File: src/sv/pst_pkg.sv
// ----------------------------------------------------------------------------
// pst_pkg: shared types and constants for the priority scheduler
// Request/response payload structs, the job record passed from the loader
// to the timing stage, and the loader state encoding.
// ----------------------------------------------------------------------------
package pst_pkg;

   localparam int MAX_JOBS_DEFAULT = 16;
   localparam int PRIO_W           = 16;
   localparam int BURST_W          = 16;
   localparam int ID_W             = 5;
   localparam int TIME_W           = 20;
   localparam int QUEUE_DEPTH      = 4;
   localparam int QPTR_W           = $clog2(QUEUE_DEPTH);
   localparam int QCNT_W           = $clog2(QUEUE_DEPTH + 1);

   localparam logic [TIME_W-1:0] TIME_MAX = {TIME_W{1'b1}};

   typedef struct packed {
      logic [PRIO_W-1:0]  job_priority;
      logic [BURST_W-1:0] job_burst;
      logic               last_job;
   } pst_req_type;

   typedef struct packed {
      logic [ID_W-1:0]    job_id;
      logic [PRIO_W-1:0]  out_priority;
      logic [BURST_W-1:0] out_burst;
      logic [TIME_W-1:0]  completion_time;
      logic [TIME_W-1:0]  turnaround_time;
      logic [TIME_W-1:0]  waiting_time;
      logic               batch_overflow;
      logic               last_result;
   } pst_rsp_type;

   // One sorted job on its way to the timing stage
   typedef struct packed {
      logic [ID_W-1:0]    job_id;
      logic [PRIO_W-1:0]  job_priority;
      logic [BURST_W-1:0] job_burst;
      logic               batch_overflow;
      logic               last_result;
   } pst_job_type;

   typedef enum logic {
      ST_LOAD,
      ST_DRAIN
   } pst_state_type;

endpackage

File: src/sv/pst_front.sv
// ----------------------------------------------------------------------------
// pst_front: job loader with sorted insertion chain
// Each job that fits drops into its place in a chain of cells in priority
// order (ties by load order). A last job switches to draining, which shifts
// the chain out head first into the queue, one job per cycle while it has room.
// ----------------------------------------------------------------------------
module pst_front #(
   parameter int MAX_JOBS = pst_pkg::MAX_JOBS_DEFAULT
) (
   input  logic                clock,
   input  logic                reset,
   input  pst_pkg::pst_req_type req_data,
   input  logic                req_push,
   output logic                req_full,
   output pst_pkg::pst_job_type job_data,
   output logic                job_push,
   input  logic                job_full
);
   import pst_pkg::*;

   localparam int CNT_W = $clog2(MAX_JOBS + 1);
   localparam int IDC_W = (CNT_W + 1 > ID_W) ? CNT_W + 1 : ID_W;
   localparam logic [CNT_W-1:0] CNT_MAX = CNT_W'(MAX_JOBS);
   localparam logic [CNT_W-1:0] CNT_ONE = CNT_W'(1);

   logic [PRIO_W-1:0]  prio_ff  [MAX_JOBS];
   logic [PRIO_W-1:0]  prio_in  [MAX_JOBS];
   logic [BURST_W-1:0] burst_ff [MAX_JOBS];
   logic [BURST_W-1:0] burst_in [MAX_JOBS];
   logic [ID_W-1:0]    id_ff    [MAX_JOBS];
   logic [ID_W-1:0]    id_in    [MAX_JOBS];
   logic [MAX_JOBS-1:0] ge;

   pst_state_type     state_ff, state_in;
   logic [CNT_W-1:0]  count_ff, count_in;
   logic              dropped_ff, dropped_in;
   logic              accept, insert_en, drain_en;
   logic [IDC_W-1:0]  new_id_wide;
   logic [ID_W-1:0]   new_id;

   assign req_full    = (state_ff == ST_DRAIN);
   assign accept      = req_push && !req_full;
   assign insert_en   = accept && (count_ff < CNT_MAX);
   assign job_push    = (state_ff == ST_DRAIN) && !job_full;
   assign drain_en    = job_push;
   assign new_id_wide = IDC_W'(count_ff) + IDC_W'(1);
   assign new_id      = new_id_wide[ID_W-1:0];

   // Head of the chain goes to the queue
   always_comb begin
      job_data.job_id         = id_ff[0];
      job_data.job_priority   = prio_ff[0];
      job_data.job_burst      = burst_ff[0];
      job_data.batch_overflow = dropped_ff;
      job_data.last_result    = (count_ff == CNT_ONE);
   end

   // Loader control
   always_comb begin
      state_in   = state_ff;
      count_in   = count_ff;
      dropped_in = dropped_ff;
      case (state_ff)
         ST_LOAD: begin
            if (accept) begin
               if (insert_en) begin
                  count_in = count_ff + CNT_ONE;
               end else begin
                  dropped_in = 1'b1;
               end
               if (req_data.last_job) begin
                  state_in = ST_DRAIN;
               end
            end
         end
         ST_DRAIN: begin
            if (drain_en) begin
               count_in = count_ff - CNT_ONE;
               if (count_ff == CNT_ONE) begin
                  state_in   = ST_LOAD;
                  dropped_in = 1'b0;
               end
            end
         end
         default: begin
            state_in = ST_LOAD;
         end
      endcase
   end

   // Occupied cells whose priority keeps them ahead of the new job
   always_comb begin
      for (int i = 0; i < MAX_JOBS; i++) begin
         ge[i] = (CNT_W'(i) < count_ff) && (prio_ff[i] >= req_data.job_priority);
      end
   end

   // Cell update: insert and shift down, or shift up while draining
   always_comb begin
      for (int i = 0; i < MAX_JOBS; i++) begin
         prio_in[i]  = prio_ff[i];
         burst_in[i] = burst_ff[i];
         id_in[i]    = id_ff[i];
         if (drain_en) begin
            if (i < MAX_JOBS - 1) begin
               prio_in[i]  = prio_ff[i+1];
               burst_in[i] = burst_ff[i+1];
               id_in[i]    = id_ff[i+1];
            end
         end else if (insert_en) begin
            if ((i == 0 || ge[i-1]) && !ge[i]) begin
               prio_in[i]  = req_data.job_priority;
               burst_in[i] = req_data.job_burst;
               id_in[i]    = new_id;
            end else if (i > 0 && !ge[i-1] && (CNT_W'(i) <= count_ff)) begin
               prio_in[i]  = prio_ff[i-1];
               burst_in[i] = burst_ff[i-1];
               id_in[i]    = id_ff[i-1];
            end
         end
      end
   end

   always_ff @(posedge clock) begin
      if (reset) begin
         state_ff   <= ST_LOAD;
         count_ff   <= '0;
         dropped_ff <= 1'b0;
      end else begin
         state_ff   <= state_in;
         count_ff   <= count_in;
         dropped_ff <= dropped_in;
      end
   end

   always_ff @(posedge clock) begin
      for (int i = 0; i < MAX_JOBS; i++) begin
         prio_ff[i]  <= prio_in[i];
         burst_ff[i] <= burst_in[i];
         id_ff[i]    <= id_in[i];
      end
   end

endmodule

File: src/sv/pst_queue.sv
// ----------------------------------------------------------------------------
// pst_queue: short job queue between loader and timing stage
// Small register FIFO; lets the loader drain while the output is stalled.
// ----------------------------------------------------------------------------
module pst_queue (
   input  logic                clock,
   input  logic                reset,
   input  pst_pkg::pst_job_type push_data,
   input  logic                push,
   output logic                full,
   output pst_pkg::pst_job_type pop_data,
   input  logic                pop,
   output logic                empty
);
   import pst_pkg::*;

   pst_job_type        mem_ff [QUEUE_DEPTH];
   logic [QPTR_W-1:0]  wr_ptr_ff, wr_ptr_in;
   logic [QPTR_W-1:0]  rd_ptr_ff, rd_ptr_in;
   logic [QCNT_W-1:0]  cnt_ff, cnt_in;
   logic               do_push, do_pop;

   assign full     = (cnt_ff == QCNT_W'(QUEUE_DEPTH));
   assign empty    = (cnt_ff == '0);
   assign do_push  = push && !full;
   assign do_pop   = pop && !empty;
   assign pop_data = mem_ff[rd_ptr_ff];

   // Pointer and fill update
   always_comb begin
      wr_ptr_in = do_push ? wr_ptr_ff + QPTR_W'(1) : wr_ptr_ff;
      rd_ptr_in = do_pop ? rd_ptr_ff + QPTR_W'(1) : rd_ptr_ff;
      cnt_in    = cnt_ff + QCNT_W'(do_push) - QCNT_W'(do_pop);
   end

   always_ff @(posedge clock) begin
      if (reset) begin
         wr_ptr_ff <= '0;
         rd_ptr_ff <= '0;
         cnt_ff    <= '0;
      end else begin
         wr_ptr_ff <= wr_ptr_in;
         rd_ptr_ff <= rd_ptr_in;
         cnt_ff    <= cnt_in;
      end
   end

   always_ff @(posedge clock) begin
      if (do_push) begin
         mem_ff[wr_ptr_ff] <= push_data;
      end
   end

endmodule

File: src/sv/pst_back.sv
// ----------------------------------------------------------------------------
// pst_back: schedule time accumulator and result register
// Keeps the running time of the batch, saturating at the 20-bit limit,
// and holds one finished result until it is taken.
// ----------------------------------------------------------------------------
module pst_back (
   input  logic                clock,
   input  logic                reset,
   input  pst_pkg::pst_job_type job_data,
   input  logic                job_empty,
   output logic                job_pop,
   output pst_pkg::pst_rsp_type rsp_data,
   output logic                rsp_empty,
   input  logic                rsp_pop
);
   import pst_pkg::*;

   logic [TIME_W-1:0] elapsed_ff, elapsed_in;
   logic              valid_ff, valid_in;
   pst_rsp_type       rsp_ff, rsp_in;
   logic [TIME_W:0]   sum;
   logic [TIME_W-1:0] after;

   assign rsp_empty = !valid_ff;
   assign rsp_data  = rsp_ff;
   assign job_pop   = !job_empty && (!valid_ff || rsp_pop);

   // Running time with saturation
   assign sum   = {1'b0, elapsed_ff} + (TIME_W + 1)'(job_data.job_burst);
   assign after = sum[TIME_W] ? TIME_MAX : sum[TIME_W-1:0];

   always_comb begin
      elapsed_in = elapsed_ff;
      valid_in   = valid_ff;
      rsp_in     = rsp_ff;
      if (job_pop) begin
         valid_in               = 1'b1;
         elapsed_in             = job_data.last_result ? '0 : after;
         rsp_in.job_id          = job_data.job_id;
         rsp_in.out_priority    = job_data.job_priority;
         rsp_in.out_burst       = job_data.job_burst;
         rsp_in.completion_time = after;
         rsp_in.turnaround_time = after;
         rsp_in.waiting_time    = elapsed_ff;
         rsp_in.batch_overflow  = job_data.batch_overflow;
         rsp_in.last_result     = job_data.last_result;
      end else if (rsp_pop) begin
         valid_in = 1'b0;
      end
   end

   always_ff @(posedge clock) begin
      if (reset) begin
         elapsed_ff <= '0;
         valid_ff   <= 1'b0;
      end else begin
         elapsed_ff <= elapsed_in;
         valid_ff   <= valid_in;
      end
   end

   always_ff @(posedge clock) begin
      rsp_ff <= rsp_in;
   end

endmodule

File: src/sv/priority_schedule_times.sv
// ----------------------------------------------------------------------------
// priority_schedule_times: non-preemptive priority scheduler for one batch
// Jobs load one per cycle unless full; a last job starts emission of the sorted batch.
// ----------------------------------------------------------------------------
// Jobs are taken one per cycle while loading; each that fits is placed into
// a sorted chain of MAX_JOBS cells in the cycle it is accepted. The transfer
// marked last_job starts draining: full stays high until every held job has
// left. One job per cycle, while the queue has room, leaves the chain
// through a four-entry queue into the timing stage, which presents one
// result per cycle while pop keeps up. A batch thus occupies the input for
// its transfers and then for the draining of its held jobs; each dropped job
// still takes a transfer, and a stalled output that fills the queue
// stretches the drain. Jobs beyond MAX_JOBS are dropped and every result of
// that batch shows batch_overflow.
module priority_schedule_times #(
   parameter int MAX_JOBS = pst_pkg::MAX_JOBS_DEFAULT
) (
   input  logic                clock,
   input  logic                reset,
   input  pst_pkg::pst_req_type req_data,
   input  logic                req_push,
   output logic                req_full,
   output pst_pkg::pst_rsp_type rsp_data,
   output logic                rsp_empty,
   input  logic                rsp_pop
);
   import pst_pkg::*;

   pst_job_type front_job, back_job;
   logic        front_push, queue_full, back_pop, queue_empty;

   pst_front #(.MAX_JOBS(MAX_JOBS)) u_front (
      .clock    (clock),
      .reset    (reset),
      .req_data (req_data),
      .req_push (req_push),
      .req_full (req_full),
      .job_data (front_job),
      .job_push (front_push),
      .job_full (queue_full)
   );

   pst_queue u_queue (
      .clock     (clock),
      .reset     (reset),
      .push_data (front_job),
      .push      (front_push),
      .full      (queue_full),
      .pop_data  (back_job),
      .pop       (back_pop),
      .empty     (queue_empty)
   );

   pst_back u_back (
      .clock     (clock),
      .reset     (reset),
      .job_data  (back_job),
      .job_empty (queue_empty),
      .job_pop   (back_pop),
      .rsp_data  (rsp_data),
      .rsp_empty (rsp_empty),
      .rsp_pop   (rsp_pop)
   );

endmodule

File: config.mk
export PLATFORM = sky130hd
export DESIGN_NAME = priority_schedule_times
export DESIGN_NICKNAME = d
export VERILOG_FILES = /design/src/sv/pst_pkg.sv /design/src/sv/pst_front.sv /design/src/sv/pst_queue.sv /design/src/sv/pst_back.sv /design/src/sv/priority_schedule_times.sv
export SDC_FILE = /design/constraint.sdc
export NUM_CORES = 2
export LEC_CHECK = 0
export BUFFER_PORTS_ARGS = -buffer_cell sky130_fd_sc_hd__buf_2
export CAP_MARGIN = 20
export CORE_MARGIN = 8
export CORE_UTILIZATION = 41
export CTS_CLUSTER_SIZE = 30
export DETAILED_ROUTE_END_ITERATION = 12
export HOLD_SLACK_MARGIN = 0.02
export PLACE_DENSITY_LB_ADDON = 0.25
export SETUP_SLACK_MARGIN = 0.5
export SLEW_MARGIN = 0
export SYNTH_ARGS = -nofsm -noshare
export SYNTH_HDL_FRONTEND = slang
export SYNTH_SLANG_ARGS = --single-unit
export TNS_END_PERCENT = 30
File: constraint.sdc
create_clock -name clock -period 8.3 [get_ports clock]
set_input_delay 0.415 -clock clock [delete_from_list [all_inputs] [get_ports clock]]
set_output_delay 0.415 -clock clock [all_outputs]
set_load 0.05 [all_outputs]
==> impl_metrics.csv <==
group,metric,value,unit
drt,dr.pass1.iters,6,
sta,timing.fmax,0.238,GHz
job,maxCapViolCount,0,
sta,rsz0062_at_grt,"false",
sta,setup_viol,0,
clock_tree,ctsResizeCount,0,
clock_tree,cts_made_buffers,92,
placed_design,pre_cts_slack,3.60,ns
synth,synth_edf_count,827,
global_routing,grt_max_degree,241,
drt,wl,125000,um
drt,drc_errors,0,
power,p_leak,18.4,nW
synth,yosysSeqAreaShare,0.558,
sta,fin_hold_ws,0.130,ns
power,total_power,16.0,mW
setup_path,cp.arrival,4.75,ns
setup_path,path_class,"reg2reg",
sta,tns,0,ns
drt,ant_nets,0,
synth,synth_cell_types,84,
sta,setup_ws,4.09,ns
global_routing,grt_pass1_vias,31300,
hold_path,holdCritPathClass,"in2reg",
synth,avgSynthCellArea,11.3,um2
layout,syn2layout_area_growth,11.0,%
setup_path,cp-start-kind,"flip-flop",
placed_design,dpl-instance-area,47800,um2
sta,fin_skew,0.0299,ns
clock_tree,cts_tree,"yes",
synth,syn_nets,4386,
sta,max_slew_margin,0.278,
placed_design,gp_congestion,0.884,
clock_tree,cts_sinks,864,
synth,yosysWarningCount,0,
global_routing,antenna_found_initial,15,
layout,drive_gt1_frac,0.112,
floorplanning,die_width,350,um
floorplanning,coreArea,111000,um2
global_routing,grt_pass1_wl,192000,um
power,ir_drop,0.171,mV
drt,wl_per_cell,22.2,um
setup_path,cp-end-kind,"flip-flop",
synth,ys_ff_latch,864,
clock_tree,clock_latency,0.67,ns
layout,fillCellCount,10200,
placed_design,dp_hpwl,84700,um
setup_path,cp.required,8.84,ns
sta,hold_viol,0,
clock_tree,cts_max_path_buffers,3,
synth,synth_area,45900,um2
power,powerDensity,314,nW/um2
sta,fin_crit_sh,0.507,
placed_design,port-buffer-count,137,
synth,async_flop_share,0,
sta,worst_pin_slew,1.08,ns
clock_tree,htree_num_levels,3,
floorplanning,initial_core_util,0.414,
setup_path,rrSetupSlack,4.09,ns
drt,vias,32700,
layout,fin_nets,4383,
sta,final_max_slew_viol_count,0,
floorplanning,dieArea,123000,um2
run_status,status,"complete, no violations",
global_routing,gr-usage-all-layers,0.197,
layout,final_cell_area,50900,um2
floorplanning,rows,122,
floorplanning,die_h,350,um
synth,synth_top_flop_cell,"edfxtp_1",
clock_tree,cts_root_buf,"clkbuf_16",
drt,via_per_inst,5.80,
global_routing,grt_overflow,0,
clock_tree,clkSlewWorstSetupHoldPaths,0.06,ns
clock_tree,post-cts-setup-buffers,0,
floorplanning,ios,138,
synth,synthCells,4064,
setup_path,cp_max_fo,31,
drt,drtIter0Drc,3310,
sta,period_needed,4.21,ns
[logic make-up (layout without fill, tap and decap cells)]
kind of cell	count (synthesis)	in the layout	synth area share
simple gates	1262	1262	0.119
compound gates	1047	1047	0.146
flops	864	864	0.558
buf+inv	356	433	0.0342
fa+ha+maj	285	285	0.0781
mux	225	225	0.0608
xor+xnor	25	25	0.00477
other cells	0	6	0
[critical path: stages, from the launching register on]
cell and delay (ns):
dfxtp_2 0.52, buf_4 0.58, mux4_2 0.66, ha_1 0.27, fa_1 0.44, nand3_1 0.14
a21oi_1 0.14, o211ai_1 0.31, a21boi_1 0.20, nand2_2 0.34, nand2_1 0.20, a22o_1 0.24
[cell type report]
cell class	instances	area, um2	area share
clock inverter	43	439	0.00863
sequential	864	25600	0.503
clock buffer	131	2580	0.0507
inverter	61	236	0.00465
tap	1488	1860	0.0366
timing repair buffer	198	1200	0.0236
multi-input combinational	2844	19000	0.373
antenna	6	15.0	0.000295
[final timing paths]
path | depth (start not counted) | to | from
min reg2reg | 0 | u_back.rsp_data[15]$_DFFE_PP_ | u_back.elapsed_ff[13]$_SDFFE_PP0P_
max | 11 | u_back.elapsed_ff[12]$_SDFFE_PP0P_ | flip-flop
max reg2reg | 11 | u_back.elapsed_ff[12]$_SDFFE_PP0P_ | flip-flop
min | 3 | u_front.dropped_ff$_SDFFE_PP0P_ | req_push
[sequential cells by signal, indices dropped and copies added, names as in the netlist, 2 cells and up, named ones only]
signal and cells:
u_front.burst_ff 256, u_front.prio_ff 256, u_queue.mem_ff 156, u_front.id_ff 80, u_back.rsp_data 79, u_back.elapsed_ff 20, u_front.count_ff 5, u_queue.cnt_ff 3
u_queue.rd_ptr_ff 2, u_queue.wr_ptr_ff 2
[synth_stat cells, drive strengths merged, types with 38 or more instances]
cell type,count,area share
nor2,226,0.018
mux2,38,0.0093
nand2,692,0.057
clkbuf,190,0.016
a21oi,231,0.025
mux2i,148,0.032
buf,105,0.014
a31oi,120,0.016
nand3,204,0.023
ha,283,0.077
inv,61,0.0050
o211ai,208,0.035
o21ai,305,0.033
mux4,39,0.019
edfxtp,827,0.54
[layer usage]
layer	GRT usage	up-vias	wire (um)
met2	0.306	1218	55600
met3	0.0283	197	8330
met1	0.285	15900	57900
met4	0.0604	6	3320
li1	-	15400	-
met5	0	-	39
[metrics by stage]
step                       util  instances
after CTS                 0.459       5628
after global placement    0.431       5452
after global routing      0.459       5631
final                     0.459       5635
after detailed placement  0.432       5453
after floorplan               -       4064
[cells in the final DEF (no fill, tap or decap), drive strengths merged, types with 32 or more instances in the layout]
cell	count
o211ai	208
a31oi	120
buf	197
a21oi	231
edfxtp	827
mux4	39
nand3	204
inv	63
dfxtp	37
ha	283
mux2	38
clkbuf	131
nand2	692
o21ai	305
clkinv	32
mux2i	148
nor2	226
nor3	32
[report_power, final]
group / internal, mW / leakage [nW] / total (mW) / switching (mW)
clock: 2.37 / 1.47 / 4.13 / 1.76
sequential: 6.22 / 8.04 / 6.84 / 0.623
combinational: 1.55 / 8.88 / 4.99 / 3.44
total: 10.1 / 18.4 / 16.0 / 5.83
[what timing repair did]
action / in CTS / in global routing
hold buffers: 1 / 0
endpoints found under the hold margin: 1 / 0
endpoints found under the setup margin: 0 / 0
Note: power is estimated with default switching activity, not from simulation.
